**config.mk**
```make
export PLATFORM = sky130hd
export DESIGN_NAME = kts_cfg
export DESIGN_NICKNAME = d
export VERILOG_FILES = /design/src/kts_pkg.sv /design/src/kts_cfg.sv
export SDC_FILE = /design/constraint.sdc
export NUM_CORES = 1
export LEC_CHECK = 0
export BUFFER_PORTS_ARGS = -buffer_cell sky130_fd_sc_hd__buf_4
export CAP_MARGIN = 20
export CORE_UTILIZATION = 37
export DETAILED_ROUTE_END_ITERATION = 16
export GPL_ROUTABILITY_DRIVEN = 0
export HOLD_SLACK_MARGIN = 0.03
export PLACE_DENSITY = 0.76
export SLEW_MARGIN = 10
export SYNTH_ARGS = -nofsm -noshare
export SYNTH_HDL_FRONTEND = slang
export SYNTH_SLANG_ARGS = --single-unit
```
**constraint.sdc**
```tcl
create_clock -name i_clk -period 1 [get_ports i_clk]
set_clock_uncertainty 0.2 [all_clocks]
set_input_delay 0.05 -clock i_clk [delete_from_list [all_inputs] [get_ports i_clk]]
set_output_delay 0.05 -clock i_clk [all_outputs]
set_load 0.05 [all_outputs]
```
**src/kts_pkg.sv**
```systemverilog
// Shared types, constants and move tables for the knight tour step unit.
// No dependencies; every other file uses this package.
`timescale 1ns / 1ps

package kts_pkg;

    // Board geometry
    localparam int MAX_ROWS  = 64;
    localparam int MAX_COLS  = 64;
    localparam int ROW_W     = $clog2(MAX_ROWS);
    localparam int COL_W     = $clog2(MAX_COLS);

    // Field widths
    localparam int COORD_W   = 7;
    localparam int STEP_W    = 13;
    localparam int CRD_W     = COORD_W + 2;

    // Move scan
    localparam int NUM_MOVES = 8;
    localparam int MOVE_W    = $clog2(NUM_MOVES);
    localparam int PROBE_W   = 4;
    localparam int CNT_W     = 4;

    // Config port
    localparam int CFG_ADDR_W = 4;
    localparam int CFG_DATA_W = 32;

    localparam logic [STEP_W-1:0]   STEP_MAX   = '1;
    localparam logic [CNT_W-1:0]    BEST_INIT  = CNT_W'(NUM_MOVES + 1);
    localparam logic [PROBE_W-1:0]  PROBE_CAND = '0;
    localparam logic [PROBE_W-1:0]  PROBE_DRAIN = PROBE_W'(NUM_MOVES + 1);
    localparam logic [MOVE_W-1:0]   MOVE_LAST  = MOVE_W'(NUM_MOVES - 1);
    localparam logic [ROW_W-1:0]    ROW_LAST   = ROW_W'(MAX_ROWS - 1);

    typedef logic [COORD_W-1:0]       t_coord;
    typedef logic signed [CRD_W-1:0]  t_crd;
    typedef logic [MAX_COLS-1:0]      t_row_word;

    typedef enum logic [1:0] {
        REG_ROWS = 2'd0,
        REG_COLS = 2'd1,
        REG_SROW = 2'd2,
        REG_SCOL = 2'd3
    } t_reg_idx;

    typedef struct packed {
        t_coord rows;
        t_coord cols;
        t_coord srow;
        t_coord scol;
    } t_cfg;

    typedef struct packed {
        logic               restart_load;
        logic               set_nomove;
        logic               clear_we;
        logic [ROW_W-1:0]   clear_row;
        logic               scan_init;
        logic               probe_issue;
        logic [PROBE_W-1:0] probe_idx;
        logic [MOVE_W-1:0]  cand_k;
        logic               cand_done;
        logic               commit;
        logic               mark_rd;
        logic               mark_we;
        logic               out_load;
    } t_dp_cmd;

    typedef struct packed {
        logic ended;
        logic found;
    } t_dp_status;

    typedef enum logic [2:0] {
        ST_IDLE,
        ST_CLEAR,
        ST_SCAN,
        ST_DECIDE,
        ST_COMMIT,
        ST_MARK_RD,
        ST_MARK_WR,
        ST_RESULT
    } t_state;

    // Row offset of knight move k
    function automatic t_crd move_dr(input logic [MOVE_W-1:0] k);
        t_crd d;
        unique case (k)
            3'd0, 3'd1: d = t_crd'(-2);
            3'd2, 3'd3: d = t_crd'(-1);
            3'd4, 3'd5: d = t_crd'(1);
            default:    d = t_crd'(2);
        endcase
        return d;
    endfunction

    // Column offset of knight move k
    function automatic t_crd move_dc(input logic [MOVE_W-1:0] k);
        t_crd d;
        unique case (k)
            3'd0, 3'd6: d = t_crd'(1);
            3'd1, 3'd7: d = t_crd'(-1);
            3'd2, 3'd4: d = t_crd'(2);
            default:    d = t_crd'(-2);
        endcase
        return d;
    endfunction

    // Clamp a board dimension to 1..lim
    function automatic t_coord eff_dim(input t_coord v, input int lim);
        t_coord r;
        if (v == '0) begin
            r = t_coord'(1);
        end else if (int'(v) > lim) begin
            r = t_coord'(lim);
        end else begin
            r = v;
        end
        return r;
    endfunction

    // Clamp a one-based coordinate to 1..hi
    function automatic t_coord clamp_pos(input t_coord v, input t_coord hi);
        t_coord r;
        if (v == '0) begin
            r = t_coord'(1);
        end else if (v > hi) begin
            r = hi;
        end else begin
            r = v;
        end
        return r;
    endfunction

endpackage

```
**src/kts_cfg.sv**
```systemverilog
// APB-style configuration registers: board size and start cell.
// Depends on kts_pkg.
`timescale 1ns / 1ps

module kts_cfg (
    input  logic                             i_clk,
    input  logic                             i_rst_n,
    input  logic                             psel,
    input  logic                             penable,
    input  logic                             pwrite,
    input  logic [kts_pkg::CFG_ADDR_W-1:0]   paddr,
    input  logic [kts_pkg::CFG_DATA_W-1:0]   pwdata,
    output logic [kts_pkg::CFG_DATA_W-1:0]   prdata,
    output logic                             pready,
    output kts_pkg::t_cfg                    o_cfg
);
    import kts_pkg::*;

    t_cfg     r_cfg;
    t_reg_idx w_idx;
    logic     w_wr;
    t_coord   w_rd;

    assign w_idx  = t_reg_idx'(paddr[CFG_ADDR_W-1:2]);
    assign w_wr   = psel && penable && pwrite;
    assign pready = 1'b1;
    assign o_cfg  = r_cfg;

    // Write one register per access phase
    always_ff @(posedge i_clk) begin
        if (!i_rst_n) begin
            r_cfg.rows <= t_coord'(8);
            r_cfg.cols <= t_coord'(8);
            r_cfg.srow <= t_coord'(1);
            r_cfg.scol <= t_coord'(1);
        end else if (w_wr) begin
            unique case (w_idx)
                REG_ROWS: r_cfg.rows <= pwdata[COORD_W-1:0];
                REG_COLS: r_cfg.cols <= pwdata[COORD_W-1:0];
                REG_SROW: r_cfg.srow <= pwdata[COORD_W-1:0];
                REG_SCOL: r_cfg.scol <= pwdata[COORD_W-1:0];
            endcase
        end
    end

    // Read back
    always_comb begin
        unique case (w_idx)
            REG_ROWS: w_rd = r_cfg.rows;
            REG_COLS: w_rd = r_cfg.cols;
            REG_SROW: w_rd = r_cfg.srow;
            REG_SCOL: w_rd = r_cfg.scol;
        endcase
    end

    assign prdata = CFG_DATA_W'(w_rd);

endmodule

```
# Word-level counts from Yosys, hierarchy flattened
# Index checks and enable logic that the tools add are counted.
# word_totals
register_bits,28
output_inout_bits,61
input_bits,41
elab_cells,15
# classes
n_mux,1
n_eq_ne,3
n_reduce_logical,7
# ops
op,count
case mux 7 bit (4 select lines),1
AND reduction 2 bit,4
"== test 2 bit, second input constant",2
"== test 2 x 1 -> 1 bit, second input constant",1
logical AND 1 bit,2
zero test 2 bit,1

# Logic depth before layout (Yosys ltp)
# depth
depth_word,3
depth_mapped,4
ltp_nobuf,3

# Worst setup path before layout
# Ideal clock, no wire load.
# synth_path
kind,register -> output
startpoint,reg r_cfg (netlist bit o_cfg[0])
endpoint,out prdata[0] (netlist bit)
arrival_time_ns,1.153
slack_ns,-0.403
required_time_ns,0.750
path_buffers,0
stages_incl_launch_ff,2
cell_sequence,dfxtp_1 > mux4_2
# synth_via
elab_chain_len,1
# synth_lines
element,line,rtl
start: declaration,kts_cfg.sv:19,t_cfg r_cfg;
case mux 7 bit (4 select lines),kts_cfg.sv:48,unique case (w_idx)
end: declaration,kts_cfg.sv:13,"output logic [kts_pkg::CFG_DATA_W-1:0] prdata,"
# No other way between the ends.

# Final worst setup path
# layout_path
startpoint,reg r_cfg (netlist bit o_cfg[1])
endpoint,out prdata[1] (netlist bit)
# The elaborated chain is that of the path after synthesis.

==> metrics <==
status finished, violations left; failing checks hold timing, setup timing; CTS root buffer clkbuf_8; Starting Density 39.6%; TritonCTS clock tree done; Final min period 1530 ps; final worst slack -531 ps; R2R depth 4; Detailed Route Iter0 Violations 24; NumNets Final 288; TNS Setup -7190 ps; clock group share of total power 33.5%; ratio of cells with drive above 1 in the final layout 66.7%; Final Instance Area 2820 µm²; final hold slack -85.9 ps; CP required 750 ps; DRC viols 0; FF-to-FF End o_cfg[9]; Psw 0.788 mW; Power Internal 1.84 mW; DR pass1 iterations 4; CP startpoint kind flop; worst hold start i_rst_n; Worst Hold End o_cfg[10]; maximum vdd drop 0.589 mV; number of flip-flops in the largest register 28; die height 65.3 µm; gr ovfl total 0; # H-tree levels 1; Slowest cell on crit path mux4_2; CTS sink cnt 28; wire per inst 14.5 µm; flops & latches, synth 28; max cap viols 0; Crit Path Category reg2out; DIE WIDTH 65.3 µm; detailed-route via count 1321; Tcrit/Tclk final 153%; worst-path cell chain mux4_2 > buf_6; RSZ-0062 raised after global routing true; vias in the first global route 1304; clock-pin slew on the worst setup and hold paths 90 ps; Critical Path AT 1280 ps; Layout fillers 256; Slew Limit Fails 0; Clk Latency, worst-skew pair 270 ps; pre-CTS setup slack -268 ps; GRT Overall Usage 19.0%; Max stage delay on crit path 490 ps; antenna violations before repair 0; CTS buffer count 3; IO Port Bufs 48; Final Hold Fails 4; PnR Total Power 2.63 mW; ant diodes 0; Post-Syn Area 1480 µm²; Routed Antenna Nets 0; Area Overhead vs Synth 90.4%; WHS Path Cells 3; Flop pwr share 41.5%; Reg-to-Reg Start o_cfg[9]; Cells after DPL 271; Detailed Route WL 4260 µm; multi-input logic area 795 µm²; vias per cell 4.49; Die ar. 4260 µm²; # IOs 102; Yosys cell types 14; sequential-to-total area share from yosys stat 37.8%; Leakage 1.31 nW; Final Setup Violations 37; Post-Syn Instances 142; Max Clk Rate 653 MHz; num rows 22; reg-to-reg slack, setup -20 ps; total of warnings raised by yosys 0; Worst setup EP type output pin; Hold WC Path Type in2reg; Critical Path Fanout Max 2; Final Non-Filler Cells 294; combinational power share 25.0%; syn avg cell area 10.4 µm²; largest net degree at the start of global routing 17; first-pass GRT wire length 6140 µm; core box area 3740 µm²; Switching Fraction 30.0%; pwr/cell area 931 nW/µm²; dpl hpwl 2540 µm; placed instance area 2150 µm²; sequential cell area 648 µm²; clk buf depth 2
==> layer usage <==
layer  part of all wire (%)  global-route usage (%)
met2                     55                    34.4
met3                    5.0                    2.95
met5                      0                       0
met1                     39                    23.4
met4                   0.45                    4.08
==> worst max-delay path by stage <==
stage,start,endpoint,cells past startpoint
floorplan,o_cfg[0],prdata[0],1
global placement,paddr[3],o_cfg[15],5
detailed placement,paddr[3],o_cfg[13],5
CTS,o_cfg[1],prdata[1],2
global route,o_cfg[1],prdata[1],2
finish,o_cfg[1],prdata[1],2
==> metrics by stage <==
step                utilization (%)  hold WS, ps
floorplan                         -        0.987
global placement               57.5          132
detailed placement             57.5          143
CTS                            71.0         -105
global route                   75.3        -89.3
finish                         75.3        -85.9
==> area by class of cell <==
class / count / share of cell area (%)
clock buffers: 3 / 1.46
repair buffers: 111 / 44.2
clock inverters: 1 / 1.06
flip-flops and latches: 28 / 23.0
multi-input cells: 103 / 28.2
well taps: 48 / 2.13
==> power by group through the flow <==
| stage | Sequential (mW) | Combinational [mW] | Clock [mW] |
|---|---|---|---|
| floorplan | 1.17 | 0.440 | 0 |
| global placement | 1.11 | 0.552 | 0 |
| detailed placement | 1.11 | 0.554 | 0 |
| CTS | 1.09 | 0.620 | 0.902 |
| global route | 1.09 | 0.685 | 0.958 |
| finish | 1.09 | 0.656 | 0.880 |
==> Yosys cell counts <==
cell / number / share of area [%]
nand3b_1: 1 / 0.51
conb_1: 2 / 0.51
buf_2: 4 / 1.4
buf_4: 26 / 13
dfxtp_1: 28 / 38
mux4_2: 7 / 11
nand3_2: 1 / 0.68
and3b_1: 1 / 0.59
nor2b_1: 6 / 2.5
and3_4: 1 / 0.76
nand2_1: 31 / 7.9
buf_6: 5 / 3.8
nor3b_2: 1 / 0.84
mux2i_1: 28 / 19
==> critical path, delay by kind of cell, from the launching register on <==
family / cells / cell delay, ps
buffers and inverters: 1 / 170
DFF: 1 / 350
muxes: 1 / 490
==> what timing repair did <==
item | CTS | global route
endpoints found under the hold margin | 28 | 7
setup buffers | 3 | 20
endpoints found under the setup margin | 35 | 54
resized for setup | 91 | 41
hold buffers | 7 | 1
==> cell usage in the layout (no fill, tap or decap), drive strengths merged <==
cell type | netlist | routed
clkbuf | 0 | 3
and3b | 1 | 1
nand2 | 31 | 31
dfxtp | 28 | 28
mux4 | 7 | 7
nor2b | 6 | 6
nor3b | 1 | 1
nand3 | 1 | 1
conb | 2 | 26
dlygate4sd3 | 0 | 7
mux2i | 28 | 28
buf | 35 | 104
and3 | 1 | 1
nand3b | 1 | 1
bufinv | 0 | 1
==> logic make-up (layout without fill, tap and decap cells) <==
logic type	Yosys count	count (layout)	synth area share (%)
AND/OR/NAND/NOR	42	42	13.8
multiplexers	35	35	29.6
flip-flops	28	28	37.8
other	2	26	0.507
buffers and inverters	35	115	18.3
Power figures use the tool's default switching activity.
