**src/kts_pkg.sv**
```systemverilog
// Shared types, constants and move tables for the knight tour step unit.
// No dependencies; every other file uses this package.
`timescale 1ns / 1ps

package kts_pkg;

    // Board geometry
    localparam int MAX_ROWS  = 64;
    localparam int MAX_COLS  = 64;
    localparam int ROW_W     = $clog2(MAX_ROWS);
    localparam int COL_W     = $clog2(MAX_COLS);

    // Field widths
    localparam int COORD_W   = 7;
    localparam int STEP_W    = 13;
    localparam int CRD_W     = COORD_W + 2;

    // Move scan
    localparam int NUM_MOVES = 8;
    localparam int MOVE_W    = $clog2(NUM_MOVES);
    localparam int PROBE_W   = 4;
    localparam int CNT_W     = 4;

    // Config port
    localparam int CFG_ADDR_W = 4;
    localparam int CFG_DATA_W = 32;

    localparam logic [STEP_W-1:0]   STEP_MAX   = '1;
    localparam logic [CNT_W-1:0]    BEST_INIT  = CNT_W'(NUM_MOVES + 1);
    localparam logic [PROBE_W-1:0]  PROBE_CAND = '0;
    localparam logic [PROBE_W-1:0]  PROBE_DRAIN = PROBE_W'(NUM_MOVES + 1);
    localparam logic [MOVE_W-1:0]   MOVE_LAST  = MOVE_W'(NUM_MOVES - 1);
    localparam logic [ROW_W-1:0]    ROW_LAST   = ROW_W'(MAX_ROWS - 1);

    typedef logic [COORD_W-1:0]       t_coord;
    typedef logic signed [CRD_W-1:0]  t_crd;
    typedef logic [MAX_COLS-1:0]      t_row_word;

    typedef enum logic [1:0] {
        REG_ROWS = 2'd0,
        REG_COLS = 2'd1,
        REG_SROW = 2'd2,
        REG_SCOL = 2'd3
    } t_reg_idx;

    typedef struct packed {
        t_coord rows;
        t_coord cols;
        t_coord srow;
        t_coord scol;
    } t_cfg;

    typedef struct packed {
        logic               restart_load;
        logic               set_nomove;
        logic               clear_we;
        logic [ROW_W-1:0]   clear_row;
        logic               scan_init;
        logic               probe_issue;
        logic [PROBE_W-1:0] probe_idx;
        logic [MOVE_W-1:0]  cand_k;
        logic               cand_done;
        logic               commit;
        logic               mark_rd;
        logic               mark_we;
        logic               out_load;
    } t_dp_cmd;

    typedef struct packed {
        logic ended;
        logic found;
    } t_dp_status;

    typedef enum logic [2:0] {
        ST_IDLE,
        ST_CLEAR,
        ST_SCAN,
        ST_DECIDE,
        ST_COMMIT,
        ST_MARK_RD,
        ST_MARK_WR,
        ST_RESULT
    } t_state;

    // Row offset of knight move k
    function automatic t_crd move_dr(input logic [MOVE_W-1:0] k);
        t_crd d;
        unique case (k)
            3'd0, 3'd1: d = t_crd'(-2);
            3'd2, 3'd3: d = t_crd'(-1);
            3'd4, 3'd5: d = t_crd'(1);
            default:    d = t_crd'(2);
        endcase
        return d;
    endfunction

    // Column offset of knight move k
    function automatic t_crd move_dc(input logic [MOVE_W-1:0] k);
        t_crd d;
        unique case (k)
            3'd0, 3'd6: d = t_crd'(1);
            3'd1, 3'd7: d = t_crd'(-1);
            3'd2, 3'd4: d = t_crd'(2);
            default:    d = t_crd'(-2);
        endcase
        return d;
    endfunction

    // Clamp a board dimension to 1..lim
    function automatic t_coord eff_dim(input t_coord v, input int lim);
        t_coord r;
        if (v == '0) begin
            r = t_coord'(1);
        end else if (int'(v) > lim) begin
            r = t_coord'(lim);
        end else begin
            r = v;
        end
        return r;
    endfunction

    // Clamp a one-based coordinate to 1..hi
    function automatic t_coord clamp_pos(input t_coord v, input t_coord hi);
        t_coord r;
        if (v == '0) begin
            r = t_coord'(1);
        end else if (v > hi) begin
            r = hi;
        end else begin
            r = v;
        end
        return r;
    endfunction

endpackage

```
**src/kts_ctrl.sv**
```systemverilog
// Sequencer for the knight tour step unit: clear sweep, move scan, commit.
// Depends on kts_pkg; drives kts_dp through a command struct.
`timescale 1ns / 1ps

module kts_ctrl (
    input  logic                  i_clk,
    input  logic                  i_rst_n,
    input  logic                  i_in_valid,
    input  logic                  i_restart,
    output logic                  o_in_ready,
    input  logic                  i_out_ready,
    output logic                  o_out_valid,
    input  kts_pkg::t_dp_status   i_status,
    output kts_pkg::t_dp_cmd      o_cmd
);
    import kts_pkg::*;

    t_state              r_state;
    t_state              n_state;
    logic [ROW_W-1:0]    r_row;
    logic [MOVE_W-1:0]   r_k;
    logic [PROBE_W-1:0]  r_p;
    logic                r_out_valid;
    logic                w_out_free;

    assign w_out_free  = !r_out_valid || i_out_ready;
    assign o_out_valid = r_out_valid;

    // State register
    always_ff @(posedge i_clk) begin
        if (!i_rst_n) begin
            r_state <= ST_IDLE;
        end else begin
            r_state <= n_state;
        end
    end

    // Next state
    always_comb begin
        n_state = r_state;
        unique case (r_state)
            ST_IDLE: begin
                if (i_in_valid) begin
                    priority if (i_restart) begin
                        n_state = ST_CLEAR;
                    end else if (i_status.ended) begin
                        n_state = ST_RESULT;
                    end else begin
                        n_state = ST_SCAN;
                    end
                end
            end
            ST_CLEAR: begin
                if (r_row == ROW_LAST) n_state = ST_RESULT;
            end
            ST_SCAN: begin
                if (r_p == PROBE_DRAIN && r_k == MOVE_LAST) n_state = ST_DECIDE;
            end
            ST_DECIDE:  n_state = ST_COMMIT;
            ST_COMMIT:  n_state = i_status.found ? ST_MARK_RD : ST_RESULT;
            ST_MARK_RD: n_state = ST_MARK_WR;
            ST_MARK_WR: n_state = ST_RESULT;
            ST_RESULT: begin
                if (w_out_free) n_state = ST_IDLE;
            end
            default: n_state = ST_IDLE;
        endcase
    end

    // Commands to the datapath
    always_comb begin
        o_cmd      = '0;
        o_in_ready = 1'b0;
        unique case (r_state)
            ST_IDLE: begin
                o_in_ready = 1'b1;
                if (i_in_valid) begin
                    priority if (i_restart) begin
                        o_cmd.restart_load = 1'b1;
                    end else if (i_status.ended) begin
                        o_cmd.set_nomove = 1'b1;
                    end else begin
                        o_cmd.scan_init = 1'b1;
                    end
                end
            end
            ST_CLEAR: begin
                o_cmd.clear_we  = 1'b1;
                o_cmd.clear_row = r_row;
            end
            ST_SCAN: begin
                if (r_p != PROBE_DRAIN) begin
                    o_cmd.probe_issue = 1'b1;
                    o_cmd.probe_idx   = r_p;
                    o_cmd.cand_k      = r_k;
                end
                // close out the previous candidate while the next one starts
                if (r_p == PROBE_CAND && r_k != '0) o_cmd.cand_done = 1'b1;
            end
            ST_DECIDE:  o_cmd.cand_done = 1'b1;
            ST_COMMIT:  o_cmd.commit    = 1'b1;
            ST_MARK_RD: o_cmd.mark_rd   = 1'b1;
            ST_MARK_WR: o_cmd.mark_we   = 1'b1;
            ST_RESULT:  o_cmd.out_load  = w_out_free;
            default: ;
        endcase
    end

    // Loop counters: clear row, candidate move, probe within candidate
    always_ff @(posedge i_clk) begin
        if (!i_rst_n) begin
            r_row <= '0;
            r_k   <= '0;
            r_p   <= '0;
        end else begin
            unique case (r_state)
                ST_IDLE: begin
                    r_row <= '0;
                    r_k   <= '0;
                    r_p   <= '0;
                end
                ST_CLEAR: r_row <= r_row + ROW_W'(1);
                ST_SCAN: begin
                    if (r_p == PROBE_DRAIN) begin
                        r_p <= '0;
                        r_k <= r_k + MOVE_W'(1);
                    end else begin
                        r_p <= r_p + PROBE_W'(1);
                    end
                end
                default: ;
            endcase
        end
    end

    // Output valid: load wins over drain
    always_ff @(posedge i_clk) begin
        if (!i_rst_n) begin
            r_out_valid <= 1'b0;
        end else if (o_cmd.out_load) begin
            r_out_valid <= 1'b1;
        end else if (i_out_ready) begin
            r_out_valid <= 1'b0;
        end
    end

endmodule

```
**config.mk**
```make
export PLATFORM = sky130hd
export DESIGN_NAME = kts_ctrl
export DESIGN_NICKNAME = d
export VERILOG_FILES = /design/src/kts_pkg.sv /design/src/kts_ctrl.sv
export SDC_FILE = /design/constraint.sdc
export NUM_CORES = 1
export LEC_CHECK = 0
export ABC_CLOCK_PERIOD_IN_PS = 3700
export BUFFER_PORTS_ARGS = -buffer_cell sky130_fd_sc_hd__clkbuf_2
export CELL_PAD_IN_SITES_DETAIL_PLACEMENT = 1
export CELL_PAD_IN_SITES_GLOBAL_PLACEMENT = 2
export CORE_MARGIN = 5
export CORE_UTILIZATION = 30
export CTS_CLUSTER_DIAMETER = 40
export DETAILED_ROUTE_END_ITERATION = 8
export PLACE_DENSITY_LB_ADDON = 0.2
export SYNTH_ARGS = -nofsm -noshare
export SYNTH_HDL_FRONTEND = slang
export SYNTH_SLANG_ARGS = --single-unit
```
**constraint.sdc**
```tcl
create_clock -name i_clk -period 3.7 [get_ports i_clk]
set_input_delay 0.37 -clock i_clk [delete_from_list [all_inputs] [get_ports i_clk]]
set_output_delay 0.37 -clock i_clk [all_outputs]
set_load 0.1 [all_outputs]
```
======== Yosys cells after proc, flatten, opt, wreduce, memory -nomap -nowiden ========
Cells that the tools add are included.
word-level totals
  flip-flop bits (word level) ............. 17
  output and inout port bits .............. 25
  logic and storage cells ................. 70
operators by class
  $add $sub $neg .......................... 3
  equal/unequal tests ..................... 16
  muxes and demuxes ....................... 34
  reduce and logical (&&, ||, !) cells .... 12
operator list
  kind                                                             count
  3-bit case mux with 8 select lines                               1
  3-bit 2-to-1 mux                                                 7
  8-bit 2-to-1 mux                                                 2
  3-bit == test, second input constant                             5
  1-bit 2-to-1 mux                                                 15
  6-bit case mux with 2 select lines                               1
  2-bit inequality test, second input constant                     5
  4-bit case mux with 2 select lines                               1
  7-bit 2-to-1 mux                                                 1
  6-bit by 1-bit adder with 6-bit output, second input constant    1
  3-bit by 2-bit == test with 1-bit output, second input constant  2
  6-bit == test, second input constant                             1
  2-bit 2-to-1 mux                                                 3
  3-bit case mux with 2 select lines                               1
  2-bit nonzero test                                               3
  4-bit by 1-bit adder with 4-bit output, second input constant    1
  4-bit == test, second input constant                             1
  4-bit zero test                                                  1
  4-bit 2-to-1 mux                                                 1
  4-bit inequality test, second input constant                     1
  4-bit AND reduction                                              1
  3-bit by 1-bit adder with 3-bit output, second input constant    1
  3-bit by 1-bit == test with 1-bit output, second input constant  1
  3-bit zero test                                                  1
  6 further kinds                                                  7

======== Depth between registers and ports, before layout ========
  word-level depth ........................ 4
  mapped depth ............................ 7
  mapped depth without buffers ............ 6

======== Worst setup path before layout ========
No wires, ideal clock.
  path kind ............................... register to output
  start point ............................. register r_state[0]
  end point ............................... output o_cmd[22] in the netlist's numbering
  data arrival time ....................... 3103 ps
  slack ................................... 227 ps
  cell stages (with the launch flop) ...... 6
  cells stage by stage .................... dfxtp_1 clkbuf_1 or2_1 clkbuf_1 nor2_1 and3_1
RTL lines
  item                    RTL line        text
  from (decl)             kts_ctrl.sv:18  t_state r_state;
  from (signal assigned)  kts_ctrl.sv:34  r_state <= n_state;
  to (decl)               kts_ctrl.sv:14  output kts_pkg::t_dp_cmd o_cmd

==> tab_implementation.tex <==
\begin{tabular}{lr}
\hline
Metric & Value \\
\hline
\multicolumn{2}{l}{\textbf{Run}} \\
\quad Max cap viols & 0 \\
\multicolumn{2}{l}{\textbf{Min path}} \\
\quad Type of the worst min-delay path & input pin to register \\
\quad Hold path cells & 4 \\
\quad Worst hold path startpoint & i\_out\_ready \\
\quad Destination of the worst hold path & o\_out\_valid\$\_SDFFE\_PN0P\_ \\
\multicolumn{2}{l}{\textbf{Yosys}} \\
\quad Synthesized area & 0.00114 mm\^{}2 \\
\quad Syn\_nets & 164 \\
\quad Synthesized instance count & 150 \\
\quad Area share of the leading cell type in the synthesized netlist & 29.7\% \\
\quad Biggest area consumer among synthesized cells & sky130\_fd\_sc\_hd\_\_dfxtp\_1 \\
\quad Count of yosys warnings during synthesis & 0 \\
\quad Mean cell area of the mapped netlist & 7.63 um\^{}2 \\
\quad Count of cell types in the netlist & 34 \\
\quad Synthesis-stage register bit count & 17 \\
\quad Top cells by area, synth & sky130\_fd\_sc\_hd\_\_dfxtp\_1 (30\%), sky130\_fd\_sc\_hd\_\_and2\_1 (8.2\%), sky130\_fd\_sc\_hd\_\_ha\_1 (7.7\%), sky130\_fd\_sc\_hd\_\_nor2b\_1 (4.9\%), sky130\_fd\_sc\_hd\_\_nand3\_1 (3.9\%) \\
\quad Share of synthesized area occupied by flip-flops and latches & 29.7\% \\
\multicolumn{2}{l}{\textbf{Floorplan}} \\
\quad Die area & 0.00515 mm\^{}2 \\
\quad Row count & 22 \\
\quad Initial Util & 31.0\% \\
\quad Width of the die & 71.8 um \\
\quad Number of top-level design ports & 32 \\
\quad Core ar. & 0.00369 mm\^{}2 \\
\quad Die span in y & 71.8 um \\
\multicolumn{2}{l}{\textbf{Power and ir drop}} \\
\quad Sequential fraction of design power & 28.5\% \\
\quad Power share of the combinational group & 56.8\% \\
\quad Total power per unit cell area & 716 mW/mm\^{}2 \\
\quad Psw & 0.578 mW \\
\quad P\_int & 0.398 mW \\
\quad Part of the power in the clock network & 14.7\% \\
\quad Largest voltage drop on the vdd net & 216 uV \\
\quad Switching portion of total power & 59.2\% \\
\quad Overall power consumption & 0.976 mW \\
\quad P\_leak & 0.652 nW \\
\multicolumn{2}{l}{\textbf{STA}} \\
\quad Hold Vio Cnt, Final & 0 \\
\quad Final worst slack & 1190 ps \\
\quad Worst setup skew after layout & 4.43 ps \\
\quad Period utilisation layout & 67.8\% \\
\quad Headroom to the max-slew limit & 51.3\% \\
\quad Peak Freq & 399 MHz \\
\quad Setup repair after global routing missed its margin & false \\
\quad Sum of negative setup slack & 0 ps \\
\quad Number of pins exceeding their max-slew limit in the final report & 0 \\
\quad Worst-Margin Slew & 730 ps \\
\quad Setup-violating endpoint count in the final report & 0 \\
\quad Min Tclk post-route & 2510 ps \\
\multicolumn{2}{l}{\textbf{Critical path}} \\
\quad CP endpoint kind & output port \\
\quad Setup slack of the worst register-to-register path & 1610 ps \\
\quad FF-to-FF Start & r\_state[1]\$\_SDFFE\_PN0P\_ \\
\quad Crit path required time & 3330 ps \\
\quad Critical path launch point type & register \\
\quad Arrival time at the worst endpoint & 2140 ps \\
\quad Largest fanout of any net on the critical path & 21 \\
\quad Destination of the worst register-to-register timing path & r\_state[0]\$\_SDFFE\_PN0P\_ \\
\quad Critical path type & register to output port \\
\quad Depth of the worst register-to-register path & 5 \\
\quad Crit path launch & r\_state[1]\$\_SDFFE\_PN0P\_ \\
\quad Critical-path top delay cell & sky130\_fd\_sc\_hd\_\_dfxtp\_1 \\
\quad Critical-path cell list & and3\_1 > and2\_1 > clkbuf\_2 \\
\quad Critical Path Max Stage Delay & 790 ps \\
\multicolumn{2}{l}{\textbf{Final layout}} \\
\quad Layout cell share with drive strength beyond 1 & 21.0\% \\
\quad Total inserted antenna cells & 0 \\
\quad Most common cell after layout, fill and taps aside & sky130\_fd\_sc\_hd\_\_clkbuf\_2 \\
\quad Highest-count cells in the layout ignoring fill and taps & sky130\_fd\_sc\_hd\_\_clkbuf\_2 (31), sky130\_fd\_sc\_hd\_\_dfxtp\_1 (17), sky130\_fd\_sc\_hd\_\_and2\_1 (15), sky130\_fd\_sc\_hd\_\_nor2\_1 (11) \\
\quad P\&R area growth vs syn & 19.1\% \\
\quad Nets & 191 \\
\multicolumn{2}{l}{\textbf{Clocking}} \\
\quad Inserted Clock Buffers & 3 \\
\quad Clk buf depth & 2 \\
\quad H-Tree Level Count & 1 \\
\quad Cts-stage hold buffer count & 0 \\
\quad Count of instances resized after the clock tree is built & 0 \\
\quad Clock transition at path regs & 70 ps \\
\quad CTS tree & built \\
\quad Sink count of the clock tree & 17 \\
\quad Cell chosen for the clock root & sky130\_fd\_sc\_hd\_\_clkbuf\_8 \\
\quad Number of buffers inserted by post-CTS setup repair & 0 \\
\quad Clock Latency Late Sink & 250 ps \\
\multicolumn{2}{l}{\textbf{Place}} \\
\quad Final GP Congestion & 0.809 \\
\quad PortBufs & 31 \\
\quad Setup slack at placement & 1460 ps \\
\quad DP Wirelength & 2380 um \\
\multicolumn{2}{l}{\textbf{Routing}} \\
\quad Initial drt markers & 27 \\
\quad DRC Markers & 0 \\
\quad Detailed-routing iteration count for the pre-antenna-repair pass & 4 \\
\quad Final Routed Wirelength & 3180 um \\
\quad Detailed-route vias per instance & 5.00 \\
\quad Via count & 1121 \\
\quad Number of antenna-violating nets in the routed design & 0 \\
\quad Per-cell routed wire length & 14.2 um \\
\multicolumn{2}{l}{\textbf{Status}} \\
\quad Outcome & finished, final reports clean \\
\multicolumn{2}{l}{\textbf{GRT}} \\
\quad Overall Global Routing Usage & 12.9\% \\
\quad Pin count of the biggest net entering global routing & 22 \\
\quad Antenna violations before repair & 0 \\
\quad Wire length of the first global-routing pass & 5420 um \\
\quad Number of global-route vias before repair & 1158 \\
\quad Total overflow reported by the global router & 0 \\
\hline
\end{tabular}
-- kinds of logic after synthesis --
logic type / Yosys count / synth area share (%)
AND/OR/NAND/NOR: 76 / 37.0
adder cells (fa/ha/maj): 7 / 7.65
multiplexers: 3 / 2.62
flip-flops: 17 / 29.7
AO/OA/AOI/OAI: 28 / 15.2
XOR/XNOR: 2 / 1.53
buffers and inverters: 17 / 6.23
-- cell usage after synthesis --
library cell	number
sky130_fd_sc_hd__clkbuf_1	7
sky130_fd_sc_hd__nand3_1	9
sky130_fd_sc_hd__o211a_1	1
sky130_fd_sc_hd__and2_1	15
sky130_fd_sc_hd__or2_1	2
sky130_fd_sc_hd__nand3b_4	1
sky130_fd_sc_hd__mux2i_1	3
sky130_fd_sc_hd__nor2b_1	9
sky130_fd_sc_hd__a31oi_1	1
sky130_fd_sc_hd__a21boi_1	4
sky130_fd_sc_hd__and3_1	6
sky130_fd_sc_hd__a222oi_1	1
sky130_fd_sc_hd__nor4_1	1
sky130_fd_sc_hd__or4_1	1
sky130_fd_sc_hd__a21boi_0	1
sky130_fd_sc_hd__nor2_1	11
sky130_fd_sc_hd__xor2_1	2
sky130_fd_sc_hd__inv_1	6
sky130_fd_sc_hd__nor3_1	7
sky130_fd_sc_hd__o21ai_1	3
sky130_fd_sc_hd__nand3b_1	1
sky130_fd_sc_hd__ha_1	7
sky130_fd_sc_hd__nand2_1	9
sky130_fd_sc_hd__dfxtp_1	17
sky130_fd_sc_hd__o21ai_0	9
sky130_fd_sc_hd__a21oi_1	5
sky130_fd_sc_hd__a22oi_1	1
sky130_fd_sc_hd__o21a_1	1
sky130_fd_sc_hd__or2_0	1
sky130_fd_sc_hd__nand4_1	2
sky130_fd_sc_hd__inv_2	2
sky130_fd_sc_hd__a2bb2o_1	1
sky130_fd_sc_hd__buf_4	2
sky130_fd_sc_hd__nand4b_1	1
-- per-stage QoR --
step / util (%) / instances / hold slack, ps / instance area, um^2
after global placement: 35.8 / 220 / 488 / 1320
after floorplan: - / 150 / 462 / 1140
after global routing: 37.0 / 224 / 504 / 1360
after detailed placement: 35.8 / 220 / 509 / 1320
after CTS: 37.0 / 224 / 458 / 1360
final: 37.0 / 224 / 458 / 1360
-- state kept, by name (all words and copies together), names as in the netlist --
| name | flops |
|---|---|
| r_row | 6 |
| r_p | 4 |
| r_k | 3 |
| r_state | 3 |
| o_out_valid | 1 |
-- per-layer routing --
metal  vias up  GRT usage, %  wire [um]
li1        567             -          -
met1       531          16.5       1510
met2        21          22.2       1500
met3         2          1.82        140
met4         0          3.76         24
met5         -             0          0
-- power by group through the flow --
| stage | logic, mW | registers (mW) | clock network [mW] |
|---|---|---|---|
| 6_report | 0.554 | 0.278 | 0.144 |
| 3_5_place_dp | 0.558 | 0.283 | 0 |
| 2_1_floorplan | 0.529 | 0.222 | 0 |
| 5_1_grt | 0.594 | 0.288 | 0.158 |
| 4_1_cts | 0.559 | 0.279 | 0.150 |
| 3_3_place_gp | 0.552 | 0.279 | 0 |
-- critical path: cells and delay by family, from the launching register on --
family	cells	cell delay [ps]
flops	1	790
simple gates	2	640
buf+inv	1	450
-- worst max path at each step --
stage                endpoint  slack (ps)  depth (start not counted)
floorplan           o_cmd[22]         230                          5
global placement     o_cmd[6]        1490                          3
detailed placement   o_cmd[8]        1460                          3
CTS                  o_cmd[8]        1180                          3
global route         o_cmd[7]        1040                          3
finish               o_cmd[8]        1190                          3
-- cell type report --
type	count	area (um^2)
fillers	474	2320
multi-input cells	116	733
flip-flops and latches	17	340
repair buffers	31	155
well taps	48	60.1
clock buffers	4	45.0
inverters	8	30.0
Power figures use the tool's default switching activity.
